--- src/mchd_pkg.sv ---
// Shared types and constants for the Manchester edge-timing decoder.
// No dependencies; every other file imports this package.
package mchd_pkg;

    localparam int GAP_W  = 16;
    localparam int CFG_W  = 16;
    localparam int BYTE_W = 8;
    localparam int BIB_W  = 4;
    localparam int POS_W  = 2;
    localparam int CIDX_W = 2;

    localparam logic [BIB_W-1:0] BYTE_BITS = 4'd8;

    // Register indexes on the configuration port
    localparam logic [CIDX_W-1:0] CFG_SHORT_MIN = 2'd0;
    localparam logic [CIDX_W-1:0] CFG_SHORT_MAX = 2'd1;
    localparam logic [CIDX_W-1:0] CFG_LONG_MIN  = 2'd2;
    localparam logic [CIDX_W-1:0] CFG_LONG_MAX  = 2'd3;

    localparam logic [CFG_W-1:0] SHORT_MIN_RST = 16'd400;
    localparam logic [CFG_W-1:0] SHORT_MAX_RST = 16'd650;
    localparam logic [CFG_W-1:0] LONG_MIN_RST  = 16'd900;
    localparam logic [CFG_W-1:0] LONG_MAX_RST  = 16'd1150;

    typedef enum logic [2:0] {
        ST_WAIT  = 3'd0,
        ST_START = 3'd1,
        ST_MSG   = 3'd2,
        ST_MSG2  = 3'd3,
        ST_STOP  = 3'd4,
        ST_STOP2 = 3'd5,
        ST_DONE  = 3'd6
    } rx_state_t;

    typedef enum logic [1:0] {
        GAP_NONE  = 2'd0,
        GAP_SHORT = 2'd1,
        GAP_LONG  = 2'd2
    } gap_kind_t;

    typedef enum logic [2:0] {
        PH_WAIT   = 3'd0,
        PH_START  = 3'd1,
        PH_DATA   = 3'd2,
        PH_STOP   = 3'd3,
        PH_DONE   = 3'd4,
        PH_REJECT = 3'd5
    } rx_phase_t;

    typedef enum logic [1:0] {
        ERR_NONE  = 2'd0,
        ERR_RANGE = 2'd1,
        ERR_PHASE = 2'd2
    } err_kind_t;

    typedef struct packed {
        logic [CFG_W-1:0] short_min;
        logic [CFG_W-1:0] short_max;
        logic [CFG_W-1:0] long_min;
        logic [CFG_W-1:0] long_max;
    } win_cfg_t;

    // Listed MSB first so rx_phase lands in the lowest bits
    typedef struct packed {
        logic              ones_parity;
        logic              frame_done;
        logic [POS_W-1:0]  byte_index;
        logic [BYTE_W-1:0] byte_value;
        logic              byte_valid;
        err_kind_t         error_kind;
        rx_phase_t         rx_phase;
    } rx_result_t;

    localparam int RES_W   = $bits(rx_result_t);
    localparam int TDATA_W = ((RES_W + 7) / 8) * 8;

endpackage

--- src/mchd_classify.sv ---
// Interval classifier: sorts one edge gap into short, long or neither.
// Depends on mchd_pkg.
module mchd_classify
    import mchd_pkg::*;
(
    input  logic [GAP_W-1:0] gap,
    input  win_cfg_t         win,
    output gap_kind_t        kind
);

    logic in_short;
    logic in_long;

    assign in_short = (gap >= win.short_min) && (gap <= win.short_max);
    assign in_long  = (gap >= win.long_min) && (gap <= win.long_max);

    // Short window wins where the two overlap
    always_comb begin
        if (in_short) begin
            kind = GAP_SHORT;
        end else if (in_long) begin
            kind = GAP_LONG;
        end else begin
            kind = GAP_NONE;
        end
    end

endmodule

--- src/mchd_rx.sv ---
// Receive machine: start bit, data bits, stop bit, byte assembly and parity.
// Depends on mchd_pkg; takes the gap class from mchd_classify.
module mchd_rx
    import mchd_pkg::*;
#(
    parameter int FRAME_LENGTH = 32
) (
    input  logic       aclk,
    input  logic       aresetn,
    input  logic       step,
    input  gap_kind_t  kind,
    output rx_result_t result
);

    localparam int CNT_W = $clog2(FRAME_LENGTH + 1);

    rx_state_t          state_reg, state_next;
    logic               last_bit_reg, last_bit_next;
    logic [BYTE_W-1:0]  shift_reg, shift_next;
    logic [BIB_W-1:0]   bib_reg, bib_next;
    logic [CNT_W-1:0]   bif_reg, bif_next;
    logic [POS_W-1:0]   pos_reg, pos_next;
    logic               parity_reg, parity_next;

    logic               store;
    err_kind_t          err;
    logic [BYTE_W-1:0]  shift_or;
    logic [BIB_W-1:0]   bib_inc;
    logic [CNT_W-1:0]   frame_inc;
    rx_phase_t          phase;

    always_ff @(posedge aclk) begin
        if (!aresetn) begin
            state_reg    <= ST_WAIT;
            last_bit_reg <= 1'b0;
            shift_reg    <= '0;
            bib_reg      <= '0;
            bif_reg      <= '0;
            pos_reg      <= '0;
            parity_reg   <= 1'b0;
        end else if (step) begin
            state_reg    <= state_next;
            last_bit_reg <= last_bit_next;
            shift_reg    <= shift_next;
            bib_reg      <= bib_next;
            bif_reg      <= bif_next;
            pos_reg      <= pos_next;
            parity_reg   <= parity_next;
        end
    end

    always_comb begin
        state_next    = state_reg;
        last_bit_next = last_bit_reg;
        shift_next    = shift_reg;
        bib_next      = bib_reg;
        bif_next      = bif_reg;
        pos_next      = pos_reg;
        parity_next   = parity_reg;
        store         = 1'b0;
        err           = ERR_NONE;
        result        = '0;

        // Phase transitions; outside the waiting state, any gap outside both windows is rejected
        case (state_reg)
            ST_START: begin
                if (kind == GAP_NONE) begin
                    err = ERR_RANGE;
                end else if (kind == GAP_SHORT) begin
                    last_bit_next = 1'b1;
                    pos_next      = '0;
                    bif_next      = '0;
                    bib_next      = '0;
                    shift_next    = '0;
                    parity_next   = 1'b0;
                    state_next    = ST_MSG;
                end else begin
                    err = ERR_PHASE;
                end
            end
            ST_MSG: begin
                if (kind == GAP_NONE) begin
                    err = ERR_RANGE;
                end else if (kind == GAP_LONG) begin
                    last_bit_next = ~last_bit_reg;
                    store         = 1'b1;
                end else begin
                    state_next = ST_MSG2;
                end
            end
            ST_MSG2: begin
                if (kind == GAP_NONE) begin
                    err = ERR_RANGE;
                end else if (kind == GAP_SHORT) begin
                    store = 1'b1;
                end else begin
                    err = ERR_PHASE;
                end
            end
            ST_STOP: begin
                if (kind == GAP_NONE) begin
                    err = ERR_RANGE;
                end else if (kind == GAP_LONG) begin
                    state_next = ST_DONE;
                end else begin
                    state_next = ST_STOP2;
                end
            end
            ST_STOP2: begin
                if (kind == GAP_NONE) begin
                    err = ERR_RANGE;
                end else if (kind == GAP_SHORT) begin
                    state_next = ST_DONE;
                end else begin
                    err = ERR_PHASE;
                end
            end
            ST_DONE: begin
                if (kind == GAP_NONE) begin
                    err = ERR_RANGE;
                end
            end
            default: begin
                // First edge is not classed; unused codes behave as waiting
                state_next = ST_START;
            end
        endcase

        // Shift in the bit, update parity and close out bytes and frames
        shift_or  = shift_reg | {{(BYTE_W-1){1'b0}}, last_bit_next};
        bib_inc   = bib_reg + 1'b1;
        frame_inc = bif_reg + 1'b1;
        if (store) begin
            parity_next = parity_reg ^ last_bit_next;
            bib_next    = bib_inc;
            bif_next    = frame_inc;
            if (frame_inc == CNT_W'(FRAME_LENGTH)) begin
                result.byte_valid = 1'b1;
                result.byte_value = shift_or;
                result.byte_index = pos_reg;
                shift_next        = shift_or;
                state_next        = ST_STOP;
            end else if (bib_inc == BYTE_BITS) begin
                result.byte_valid = 1'b1;
                result.byte_value = shift_or;
                result.byte_index = pos_reg;
                pos_next          = pos_reg + 1'b1;
                bib_next          = '0;
                shift_next        = '0;
                state_next        = ST_MSG;
            end else begin
                shift_next = {shift_or[BYTE_W-2:0], 1'b0};
                state_next = ST_MSG;
            end
        end

        if (err != ERR_NONE) begin
            state_next = ST_WAIT;
        end

        case (state_next)
            ST_START:          phase = PH_START;
            ST_MSG, ST_MSG2:   phase = PH_DATA;
            ST_STOP, ST_STOP2: phase = PH_STOP;
            ST_DONE:           phase = PH_DONE;
            default:           phase = PH_WAIT;
        endcase

        result.rx_phase    = (err != ERR_NONE) ? PH_REJECT : phase;
        result.error_kind  = err;
        result.frame_done  = (state_next == ST_DONE);
        result.ones_parity = parity_next;
    end

endmodule

--- src/manchester_edge_timing_decoder.sv ---
// Top level of the Manchester edge-timing decoder: ports, window registers,
// input and result registers. Depends on mchd_pkg, mchd_classify and mchd_rx.
//
//  channel  | dir | accept              | content
//  ---------+-----+---------------------+-----------------------------------
//  s_       | in  | s_tvalid & s_tready | one edge gap, 16 bit timer ticks
//  m_       | out | m_tvalid & m_tready | one decode result per edge
//  cfg_     | in  | cfg_wr_en           | window bounds, indexes 0 to 3
//
// One edge in, one result out. An edge is decoded while it sits in the input
// register and appears on m_ in the cycle after it is decoded. With m_tready
// held high a new edge is taken every cycle; the rate is set by the receive
// state update, done once per decoded edge. A stalled result holds in the
// result register while one more edge waits in the input register; s_tready
// drops only when both are full and m_tready is low. aresetn is synchronous
// and restores the default windows and the waiting phase.
module manchester_edge_timing_decoder
    import mchd_pkg::*;
#(
    parameter int FRAME_LENGTH = 32
) (
    input  logic                aclk,
    input  logic                aresetn,

    input  logic                s_tvalid,
    output logic                s_tready,
    input  logic [GAP_W-1:0]    s_tdata,   // [15:0] edge_interval

    output logic                m_tvalid,
    input  logic                m_tready,
    // [2:0] rx_phase, [4:3] error_kind, [5] byte_valid, [13:6] byte_value,
    // [15:14] byte_index, [16] frame_done, [17] ones_parity, [23:18] zero
    output logic [TDATA_W-1:0]  m_tdata,

    input  logic                cfg_wr_en,
    input  logic [CIDX_W-1:0]   cfg_index,
    input  logic [CFG_W-1:0]    cfg_wdata
);

    win_cfg_t         win_reg;
    logic             in_valid_reg;
    logic [GAP_W-1:0] in_gap_reg;
    logic             out_valid_reg;
    rx_result_t       out_res_reg;

    logic             advance;
    gap_kind_t        kind;
    rx_result_t       res_next;

    // Window registers: one write per cycle, no read-back
    always_ff @(posedge aclk) begin
        if (!aresetn) begin
            win_reg.short_min <= SHORT_MIN_RST;
            win_reg.short_max <= SHORT_MAX_RST;
            win_reg.long_min  <= LONG_MIN_RST;
            win_reg.long_max  <= LONG_MAX_RST;
        end else if (cfg_wr_en) begin
            case (cfg_index)
                CFG_SHORT_MIN: win_reg.short_min <= cfg_wdata;
                CFG_SHORT_MAX: win_reg.short_max <= cfg_wdata;
                CFG_LONG_MIN:  win_reg.long_min  <= cfg_wdata;
                CFG_LONG_MAX:  win_reg.long_max  <= cfg_wdata;
                default:       win_reg.short_min <= win_reg.short_min;
            endcase
        end
    end

    // Decode the held edge when the result register is free or draining
    assign advance  = in_valid_reg && (!out_valid_reg || m_tready);
    assign s_tready = !in_valid_reg || advance;

    always_ff @(posedge aclk) begin
        if (!aresetn) begin
            in_valid_reg  <= 1'b0;
            out_valid_reg <= 1'b0;
        end else begin
            if (s_tvalid && s_tready) begin
                in_valid_reg <= 1'b1;
            end else if (advance) begin
                in_valid_reg <= 1'b0;
            end
            if (advance) begin
                out_valid_reg <= 1'b1;
            end else if (m_tready) begin
                out_valid_reg <= 1'b0;
            end
        end
    end

    // Payload registers: load on transfer, hold otherwise
    always_ff @(posedge aclk) begin
        if (s_tvalid && s_tready) begin
            in_gap_reg <= s_tdata;
        end
        if (advance) begin
            out_res_reg <= res_next;
        end
    end

    mchd_classify u_classify (
        .gap  (in_gap_reg),
        .win  (win_reg),
        .kind (kind)
    );

    mchd_rx #(
        .FRAME_LENGTH (FRAME_LENGTH)
    ) u_rx (
        .aclk    (aclk),
        .aresetn (aresetn),
        .step    (advance),
        .kind    (kind),
        .result  (res_next)
    );

    assign m_tvalid = out_valid_reg;
    assign m_tdata  = {{(TDATA_W-RES_W){1'b0}}, out_res_reg};

`ifndef SYNTHESIS
    // A byte never completes on a rejected edge
    a_byte_no_err: assert property (@(posedge aclk) disable iff (!aresetn)
        (m_tvalid && out_res_reg.byte_valid) |-> (out_res_reg.error_kind == ERR_NONE))
        else $error("byte completed on a rejected edge");

    // Error reported exactly when the phase shows a rejection
    a_err_phase: assert property (@(posedge aclk) disable iff (!aresetn)
        m_tvalid |-> ((out_res_reg.error_kind != ERR_NONE)
                      == (out_res_reg.rx_phase == PH_REJECT)))
        else $error("error kind and rejected phase disagree");

    // Frame done flag tracks the done phase
    a_done_phase: assert property (@(posedge aclk) disable iff (!aresetn)
        m_tvalid |-> (out_res_reg.frame_done == (out_res_reg.rx_phase == PH_DONE)))
        else $error("frame_done does not match done phase");

    // A result leaves only after an edge was decoded into it
    a_out_from_in: assert property (@(posedge aclk) disable iff (!aresetn)
        $rose(m_tvalid) |-> $past(in_valid_reg))
        else $error("result appeared without a held edge");
`endif

endmodule
--- config.mk ---
export PLATFORM = sky130hd
export DESIGN_NAME = manchester_edge_timing_decoder
export DESIGN_NICKNAME = d
export VERILOG_FILES = /design/src/mchd_pkg.sv /design/src/mchd_classify.sv /design/src/mchd_rx.sv /design/src/manchester_edge_timing_decoder.sv
export SDC_FILE = /design/constraint.sdc
export NUM_CORES = 1
export LEC_CHECK = 0
export BUFFER_PORTS_ARGS = -buffer_cell sky130_fd_sc_hd__buf_2
export CAP_MARGIN = 20
export CORE_MARGIN = 2
export CORE_UTILIZATION = 50
export CTS_BUF_LIST = sky130_fd_sc_hd__clkbuf_8 sky130_fd_sc_hd__clkbuf_16
export DETAILED_ROUTE_END_ITERATION = 8
export GPL_ROUTABILITY_DRIVEN = 0
export GPL_TIMING_DRIVEN = 0
export PLACE_DENSITY = 0.72
export SYNTH_ARGS = -nofsm -noshare
export SYNTH_HDL_FRONTEND = slang
export SYNTH_SLANG_ARGS = --single-unit
--- constraint.sdc ---
create_clock -name aclk -period 3 [get_ports aclk]
set_clock_uncertainty 0.15 [all_clocks]
set_input_delay 0.3 -clock aclk [delete_from_list [all_inputs] [get_ports aclk]]
set_output_delay 0.3 -clock aclk [all_outputs]
set_load 0.005 [all_outputs]
# == Word-level counts from Yosys, hierarchy flattened ==
# Index checks and enable logic that the tools add are counted.
# totals
register_bits,125
latch_bits,0
mem_bits_rw,0
rom_bits,0
out_inout_bits,26
elab_cells,137
n_memories,0
# classes
n_addsub,3
multipliers,0
div,0
order_cmp,4
n_eq_ne,20
n_shift,0
n_mux,61
bitwise,3
n_reduce_logical,25
# ops
operator,count
$mux 8,6
$ge 16x16->1,2
$le 16x16->1,2
$mux 3,10
$mux 4,6
$mux 6,4
$mux 11,2
$mux 2,11
$eq 3x3->1 const B,6
$mux 1,17
$pmux 3 s5,1
$eq 3x2->1 const B,4
$pmux 3 s4,1
$reduce_bool 2->1,5
$or 8x1->8,1
$reduce_and 2->1,4
$add 6x1->6 const B,1
$eq 2x2->1 const B,3
$eq 3x1->1 const B,2
$eq 6x6->1 const B,1
$reduce_or 2->1,3
$reduce_or 3->1,2
$add 4x1->4 const B,1
$eq 2x1->1 const B,2
other kinds (12),19

# == Longest topological paths before layout ==
# Gate-level depths: netlist of run 1.
# depth
ltp_word,13
mapped_depth,11
depth_no_buf,10

# == Modules after synthesis ==
# A second synthesis of run 1 with hierarchy kept.
# hier_totals
cells_unflattened,714
area_unflattened_um2,6762.7
# by_module_without_submodules
mod,instances,cells_per_inst,area_each_um2,seq_area_each_um2
manchester_edge_timing_decoder,1,294,3627.2,2342.2
mchd_classify,1,217,1596.5,0.0
mchd_rx,1,203,1539.0,500.5

# == Least setup slack after synthesis of run 1 ==
# Ideal clock, no wire load.
# synth_timing
path_type,register -> register
start,register in_gap_reg[14]
end,"register out_res_reg, in the netlist m_tdata[10], data pin"
setup_time_ns,0.255
t_arrival_ns,2.837
t_required_ns,2.595
path_slack_ns,-0.241
path_stages_with_launch,10
path_buffers,1
period_less_slack_ns,3.241
path_cell_list,edfxtp_1 -> ha_1 -> nand4_1 -> or4_1 -> or3_4 -> a21oi_4 -> mux2_4 -> and2b_1 -> buf_4 -> and2_1
# synth_via
elab_chain_len,8
# synth_rtl
item,line,rtl
from (decl),manchester_edge_timing_decoder.sv:42,logic [GAP_W-1:0] in_gap_reg;
from (signal assigned),manchester_edge_timing_decoder.sv:93,in_gap_reg <= s_tdata;
$ge 16x16->1 / $le 16x16->1 (equally long branches),mchd_classify.sv:15,assign in_long = (gap >= win.long_min) && (gap <= win.long_max);
$logic_and 1x1->1,mchd_classify.sv:15,
$mux 2,mchd_classify.sv:21,end else if (in_long) begin
$mux 2 *,mchd_classify.sv:19,if (in_short) begin
$eq 2x1->1 / $eq 2x2->1 (equally long branches),"mchd_rx.sv:94, mchd_rx.sv:84",
"$mux 1, on equally long branches","mchd_rx.sv:94, mchd_rx.sv:84",
"$mux 1, on equally long branches","mchd_rx.sv:92, mchd_rx.sv:82",
$pmux 1 s2 *,mchd_rx.sv:65,case (state_reg)
to (signal assigned),manchester_edge_timing_decoder.sv:96,out_res_reg <= res_next;
to (decl),manchester_edge_timing_decoder.sv:44,rx_result_t out_res_reg;
# Mark *: on every way between the ends. The rest lies on a longest branch, timed or not.
# A chain may end at the register's enable or synchronous reset.

# == Worst setup path after layout of run 1 ==
# layout_timing
start,register in_gap_reg[7]
end,register u_rx.shift_reg[4]
# layout_via
elab_chain_len,10
# layout_rtl
item,line,rtl
$ge 16x16->1 / $le 16x16->1 (equally long branches),mchd_classify.sv:15,
$logic_and 1x1->1,mchd_classify.sv:15,
$mux 2,mchd_classify.sv:21,
$mux 2 *,mchd_classify.sv:19,
$eq 2x1->1 / $eq 2x2->1 (equally long branches),"mchd_rx.sv:69, mchd_rx.sv:94, mchd_rx.sv:84",
"$mux 1, on equally long branches","mchd_rx.sv:94, mchd_rx.sv:84",
"$mux 1, on equally long branches","mchd_rx.sv:92, mchd_rx.sv:82",
$pmux 1 s2,mchd_rx.sv:65,
$ne 2x1->1 (no source line) / $reduce_bool 2->1 (equally long branches),n/a,
$reduce_and 4->1 (no source line),n/a,
to (signal assigned),mchd_rx.sv:44,shift_reg <= shift_next;
to (decl),mchd_rx.sv:19,"logic [BYTE_W-1:0] shift_reg, shift_next;"
# Marks and branches as above.

==> impl_metrics.env, run 1 <==
export IMPL_outcome="finished with violations"
export IMPL_violations="setup timing"
export IMPL_cts_tree="built"
export IMPL_via_per_inst=5.561
export IMPL_start_util=0.5103
export IMPL_finalHoldWorstSlack_ps=12.12
export IMPL_drv_cap=0
export IMPL_crit_required_ps=3170
export IMPL_grt_max_degree=24
export IMPL_yosysSeqAreaShare=0.4414
export IMPL_cts_sinks=125
export IMPL_rrSetupSlack_ps=-280
export IMPL_grt_pass1_vias=5600
export IMPL_worstPathArrival_ps=3440
export IMPL_port_buffers=57
export IMPL_drt_total_wl_um=17820
export IMPL_worstMarginPinSlew_ps=983.3
export IMPL_finalCriticalPeriod_ps=3275
export IMPL_finalSetupViolations=35
export IMPL_max_freq_ghz=0.3053
export IMPL_post_drt_wl_per_cell_um=17.23
export IMPL_largest_reg_flops=64
export IMPL_htreeDepth=4
export IMPL_total_power_mw=4.521
export IMPL_startpoint_type="flip-flop"
export IMPL_worst_setup_path_type="flip-flop to flip-flop"
export IMPL_grt_pass1_wl_um=27240
export IMPL_rsz0062_at_grt="yes"
export IMPL_slew_headroom=0.3444
export IMPL_synth_area_leader_cell="dfxtp_1"
export IMPL_slowest_stage="or4b_4"
export IMPL_endpoint_kind="flip-flop"
export IMPL_crit_chain="ha_1 -> a21oi_1 -> o21a_1 -> nor3_1 -> or4b_4 -> a21oi_4 -> mux2_4 -> buf_4 -> buf_6 -> o2bb2ai_4 -> a22o_1"
export IMPL_cts_root_buffer="clkbuf_16"
export IMPL_dp_hpwl_um=11830
export IMPL_synth_flop_cell="dfxtp_1"
export IMPL_ir_drop_uv=430.6
export IMPL_grt_usage=0.2532
export IMPL_synth_ff_latch_count=125
export IMPL_final_util=0.6616
export IMPL_path_max_fanout=8
export IMPL_drt_initial_drc_count=456
export IMPL_hold_violations=0
export IMPL_powerDensity_nw_per_um2=541.4
export IMPL_final_nets=954
export IMPL_synth_top_area_frac=0.2829
export IMPL_syn_cell_area_um2=6440
export IMPL_fp_dieH_um=117.5
export IMPL_ant_nets=0
export IMPL_row_count=41
export IMPL_drt_pass1_iter_count=5
export IMPL_leakagePower_nw=3.329
export IMPL_routed_via_count=5750
export IMPL_critPathMaxStageDelay_ps=560
export IMPL_syn2layout_area_growth_pct=29.65
export IMPL_synth_area_leaders="dfxtp_1 (28%), edfxtp_1 (16%), ha_1 (13%)"
export IMPL_crit_family="compound AO/OA/AOI/OAI gates"
export IMPL_die_area_um2=13800
export IMPL_ys_warn_count=0
export IMPL_synthArstFlopShare=0
export IMPL_fin_crit_sh=1.092
export IMPL_syn_inst=720
export IMPL_drive_gt1_frac=0.2088
export IMPL_io_pins=65
export IMPL_critPathBufInv=2
export IMPL_core_area_um2=12620
export IMPL_overflow=0
export IMPL_num_antenna_cells=0
export IMPL_synth_edf_count=34
export IMPL_antenna_found_initial=0
export IMPL_hold_class="input port to flip-flop"
export IMPL_clk_insertion_delay_late_ps=430
export IMPL_cts_buffers=17
export IMPL_finalMaxSlewViolations=0
export IMPL_cts_buffer_depth=2
export IMPL_synth_cell_type_count=61
export IMPL_die_x_um=117.5
export IMPL_syn_avg_cell_area_um2=8.944
export IMPL_clk_pin_slew_worst_paths_ps=60
export IMPL_finalWorstSetupSlack_ps=-275.2
export IMPL_drc=0
==> stage by stage <==
step / TNS, ps / instance area (µm²) / cells / worst slack [ps]
2_1_floorplan: -1091 / 6491 / 725 / -115.0
3_3_place_gp: -19150 / 6992 / 954 / -623.8
3_5_place_dp: -21830 / 6992 / 954 / -674.1
4_1_cts: -5974 / 8058 / 1023 / -270.9
5_1_grt: -10400 / 8349 / 1034 / -359.7
6_report: -7160 / 8349 / 1034 / -275.2
==> per-layer routing <==
metal / track usage / share of wire / routed length, µm / up-vias
met1: 0.3011 / 0.40 / 7132 / 2689
met3: 0.05281 / 0.060 / 1076 / 58
li1: - / - / - / 2786
met5: 0 / 0 / 0 / -
met4: 0.1212 / 0.041 / 734 / 0
met2: 0.4371 / 0.50 / 8873 / 217
==> layout make-up <==
| class | count | area, µm² |
|---|---|---|
| Clock buffer | 20 | 466.7 |
| Tap cell | 172 | 215.2 |
| Multi-Input combinational cell | 497 | 3523 |
| Fill cell | 1013 | 4270 |
| Buffer | 33 | 168.9 |
| Timing Repair inverter | 1 | 5.005 |
| Inverter | 69 | 262.8 |
| Timing Repair Buffer | 105 | 719.4 |
| Sequential cell | 125 | 2843 |
| Clock inverter | 12 | 145.1 |
==> worst paths after layout <==
| kind | from | endpoint | cells after the start |
|---|---|---|---|
| hold reg to reg | win_reg[30] | win_reg[30] | 2 |
| setup reg to reg | in_gap_reg[7] | u_rx.shift_reg[4] | 11 |
| setup / recovery | in_gap_reg[7] | u_rx.shift_reg[4] | 11 |
| hold / removal | cfg_wdata[13] | win_reg[13] | 3 |
==> power by group <==
part	total [mW]	internal (mW)	switching [mW]
logic	0.559	0.239	0.320
registers	1.84	1.80	0.0431
clock network	2.12	1.36	0.759
==> cells in the mapped netlist (all sizes together), types with 2 or more instances <==
library cell / n
nand4b: 2
a22o: 10
o21a: 5
and2: 13
nor2: 24
a211oi: 5
a2111oi: 5
dfxtp: 91
mux2: 2
inv: 69
nand2: 134
ha: 66
o2bb2ai: 3
nand3b: 2
o2111ai: 2
buf: 11
a31oi: 8
nor3b: 2
a21boi: 4
nor3: 5
o32ai: 2
nand3: 17
a21o: 10
or4: 2
a21oi: 80
clkbuf: 24
edfxtp: 34
or3: 2
and3: 5
nand4: 10
xnor2: 2
o21ai: 14
mux2i: 5
o211ai: 18
nand2b: 8
nor4: 2
nor2b: 3
a221o: 2
==> worst register-to-register path: stages (launching register included) <==
cell and delay (ps):
edfxtp_1 530, ha_1 350, a21oi_1 170, o21a_1 140
nor3_1 40, or4b_4 560, a21oi_4 220, mux2_4 350
buf_4 140, buf_6 110, o2bb2ai_4 160, a22o_1 230
==> timing repair <==
action / in CTS / in global routing
hold buffers: 19 / 0
buffers inserted: 17 / 9
endpoints found under the setup margin: 43 / 42
pin swaps: 21 / 15
gates resized for setup: 33 / 41
gates cloned: 3 / 1
endpoints found under the hold margin: 20 / 0
==> cells by family after synthesis <==
group | count (synthesis) | synth area share
XOR/XNOR | 2 | 0.002721
AO/OA/AOI/OAI | 178 | 0.1788
AND/OR/NAND/NOR | 237 | 0.1692
flip-flops | 125 | 0.4414
adder cells (fa/ha/maj) | 66 | 0.1282
buffers and inverters | 104 | 0.06664
multiplexers | 7 | 0.01243
other | 1 | 0.0005823
==> cells in the final DEF (no fill, tap or decap), drive strengths merged, types with 8 or more instances in the layout <==
master and instances:
nand2b 8, a21o 10, a21oi 80, a31oi 8, nand4 10, dlygate4sd3 19
o21ai 14, and2 13, nand2 134, o211ai 18, inv 70, buf 95
nor2 24, ha 66, edfxtp 34, dfxtp 91, clkbuf 44, a22o 10
nand3 17
Note: power is estimated with default switching activity, not from simulation.
==> run 2: changes to the inputs <==
--- a/config.mk
+++ b/config.mk
@@ -7,13 +7,16 @@
 export LEC_CHECK = 0
 export BUFFER_PORTS_ARGS = -buffer_cell sky130_fd_sc_hd__buf_2
 export CAP_MARGIN = 20
+export CELL_PAD_IN_SITES_DETAIL_PLACEMENT = 1
+export CELL_PAD_IN_SITES_GLOBAL_PLACEMENT = 1
 export CORE_MARGIN = 2
-export CORE_UTILIZATION = 50
+export CORE_UTILIZATION = 41
 export CTS_BUF_LIST = sky130_fd_sc_hd__clkbuf_8 sky130_fd_sc_hd__clkbuf_16
 export DETAILED_ROUTE_END_ITERATION = 8
 export GPL_ROUTABILITY_DRIVEN = 0
 export GPL_TIMING_DRIVEN = 0
-export PLACE_DENSITY = 0.72
+export PLACE_DENSITY_LB_ADDON = 0.1
+export SKIP_CTS_REPAIR_TIMING = 1
 export SYNTH_ARGS = -nofsm -noshare
 export SYNTH_HDL_FRONTEND = slang
 export SYNTH_SLANG_ARGS = --single-unit
==> run 2 against run 1 <==
Global-route usage shrank 1.9 points; power fell by 1.6%; the flow still finishes with violations (setup timing); non-clock buffer count is the same; worst setup slack got worse by 86 ps; first-iteration DRC count is 55% lower; combinational power increased by 6.6%; register-to-register slack got worse by 90 ps; cell area rose by 0.96%; largest cell class unchanged; die area up 21%; largest power group unchanged; sequential power about the same.
==> impl_metrics.env, run 2 (synthesis results as in run 1) <==
export IMPL_syn2layout_area_growth_pct=30.89
export IMPL_io_pins=65
export IMPL_ir_drop_uv=405.4
export IMPL_largest_reg_flops=64
export IMPL_finalHoldWorstSlack_ps=5.235
export IMPL_critPathBufInv=1
export IMPL_hold_class="input port to flip-flop"
export IMPL_p_clk_frac=0.452
export IMPL_hold_violations=0
export IMPL_overflow=0
export IMPL_slowest_stage="or4_4"
export IMPL_p_comb_frac=0.134
export IMPL_slew_headroom=0.3959
export IMPL_core_area_um2=15260
export IMPL_routed_via_count=5738
export IMPL_drt_initial_drc_count=203
export IMPL_cts_buffer_depth=2
export IMPL_start_util=0.4221
export IMPL_crit_required_ps=3020
export IMPL_switching_share=0.2652
export IMPL_port_buffers=57
export IMPL_finalCriticalPeriod_ps=3361
export IMPL_p_sw_mw=1.180
export IMPL_path_max_fanout=10
export IMPL_antenna_found_initial=0
export IMPL_row_count=45
export IMPL_htreeDepth=4
export IMPL_drt_total_wl_um=19850
export IMPL_min_to="win_reg[28]"
export IMPL_crit_family="simple AND/OR/NAND/NOR gates"
export IMPL_fp_dieH_um=129.3
export IMPL_grt_max_degree=24
export IMPL_worst_setup_path_type="flip-flop to flip-flop"
export IMPL_finalSetupViolations=41
export IMPL_cts_buffers=17
export IMPL_die_x_um=129.3
export IMPL_max_freq_ghz=0.2975
export IMPL_seqPwrFrac=0.415
export IMPL_die_area_um2=16730
export IMPL_endpoint_kind="flip-flop"
export IMPL_hp_start="cfg_wdata[12]"
export IMPL_via_per_inst=5.353
export IMPL_grt_pass1_wl_um=29690
export IMPL_dp_hpwl_um=14020
export IMPL_rr_worst_depth=9
export IMPL_outcome="finished with violations"
export IMPL_rsz0062_at_grt="yes"
export IMPL_drv_cap=0
export IMPL_rrSetupSlack_ps=-360
export IMPL_final_nets=953
export IMPL_cts_tree="built"
export IMPL_layoutNonFillerInstCount=1072
export IMPL_grt_usage=0.2339
export IMPL_clk_insertion_delay_late_ps=420
export IMPL_drt_pass1_iter_count=4
export IMPL_hold_depth=3
export IMPL_power_internal_mw=3.270
export IMPL_worstPathArrival_ps=3380
export IMPL_cts_sinks=125
export IMPL_reg2reg_from="in_gap_reg[10]"
export IMPL_leakagePower_nw=3.298
export IMPL_drive_gt1_frac=0.2207
export IMPL_clk_pin_slew_worst_paths_ps=60
export IMPL_crit_chain="ha_4 -> nand4_1 -> or4_4 -> or3_4 -> a21oi_4 -> mux2_4 -> and2b_1 -> buf_6 -> and2_1"
export IMPL_grt_pass1_vias=5739
export IMPL_fin_crit_sh=1.120
export IMPL_finalWorstSetupSlack_ps=-361.4
export IMPL_finalMaxSlewViolations=0
export IMPL_post_drt_wl_per_cell_um=18.52
export IMPL_critPathMaxStageDelay_ps=540
export IMPL_startpoint_type="flip-flop"
export IMPL_final_common_cell="nand2_1"
export IMPL_r2r_end="m_tdata[14]"
export IMPL_worstMarginPinSlew_ps=906.1
export IMPL_cts_root_buffer="clkbuf_16"
export IMPL_violations="setup timing"
export IMPL_powerDensity_nw_per_um2=528.0
export IMPL_num_antenna_cells=0
export IMPL_layout_common_cells="nand2_1 (133), dfxtp_1 (91), a21oi_1 (75), inv_1 (67), ha_1 (60)"
export IMPL_ant_nets=0
export IMPL_dp_cells=994
export IMPL_drc=0
run 2: layer usage:
metal  vias up  GRT usage  routed length, µm
li1       2775          -                  -
met1      2817     0.2656               8340
met3        39    0.04831                650
met4         0    0.09655                569
met5         -          0                  0
met2       107     0.4263              10290
run 2: layout make-up:
cell class | count | area [µm²]
multi-input cells | 496 | 3600
flip-flops and latches | 125 | 2843
inverters | 69 | 262.8
repair inverters | 1 | 5.005
clock inverters | 15 | 146.4
well taps | 211 | 264.0
repair buffers | 105 | 713.2
plain buffers | 33 | 170.2
fillers | 1738 | 6829
clock buffers | 17 | 425.4
run 2: power groups by stage:
stage	Combinational, mW	Clock, mW	Sequential (mW)
2_1_floorplan	0.279	0	1.86
3_3_place_gp	0.420	0	1.88
3_5_place_dp	0.448	0	1.88
4_1_cts	0.454	2.03	1.84
5_1_grt	0.657	2.11	1.85
6_report	0.596	2.01	1.85
run 2: worst register-to-register path, cell delays in order, from the launching register on:
cell	delay, ps
edfxtp_1	490
ha_4	320
nand4_1	150
or4_4	540
or3_4	360
a21oi_4	260
mux2_4	380
and2b_1	190
buf_6	130
and2_1	140
run 2: metrics by stage:
stage               setup WS, ps  power (mW)  setup TNS [ps]  area (µm²)    util
floorplan                 -115.0       2.143           -1091        6491       -
global placement          -933.8       2.298          -27710        7041  0.4614
detailed placement        -948.2       2.327          -30680        7046  0.4617
CTS                        -1116       4.333          -37180        7617  0.4992
global route              -453.1       4.618          -13550        8429  0.5524
finish                    -361.4       4.450           -9059        8429  0.5524
run 2: how the worst max path moves through the flow:
stage                   start          end  slack [ps]  cells past startpoint
3_3_place_gp    in_gap_reg[0]   m_tdata[6]        -930                     10
5_1_grt        in_gap_reg[11]  m_tdata[14]        -450                      9
2_1_floorplan  in_gap_reg[11]  m_tdata[14]        -110                      9
6_report       in_gap_reg[10]  m_tdata[14]        -360                      9
4_1_cts         in_gap_reg[0]   m_tdata[6]       -1120                     10
3_5_place_dp    in_gap_reg[0]   m_tdata[6]        -950                     10
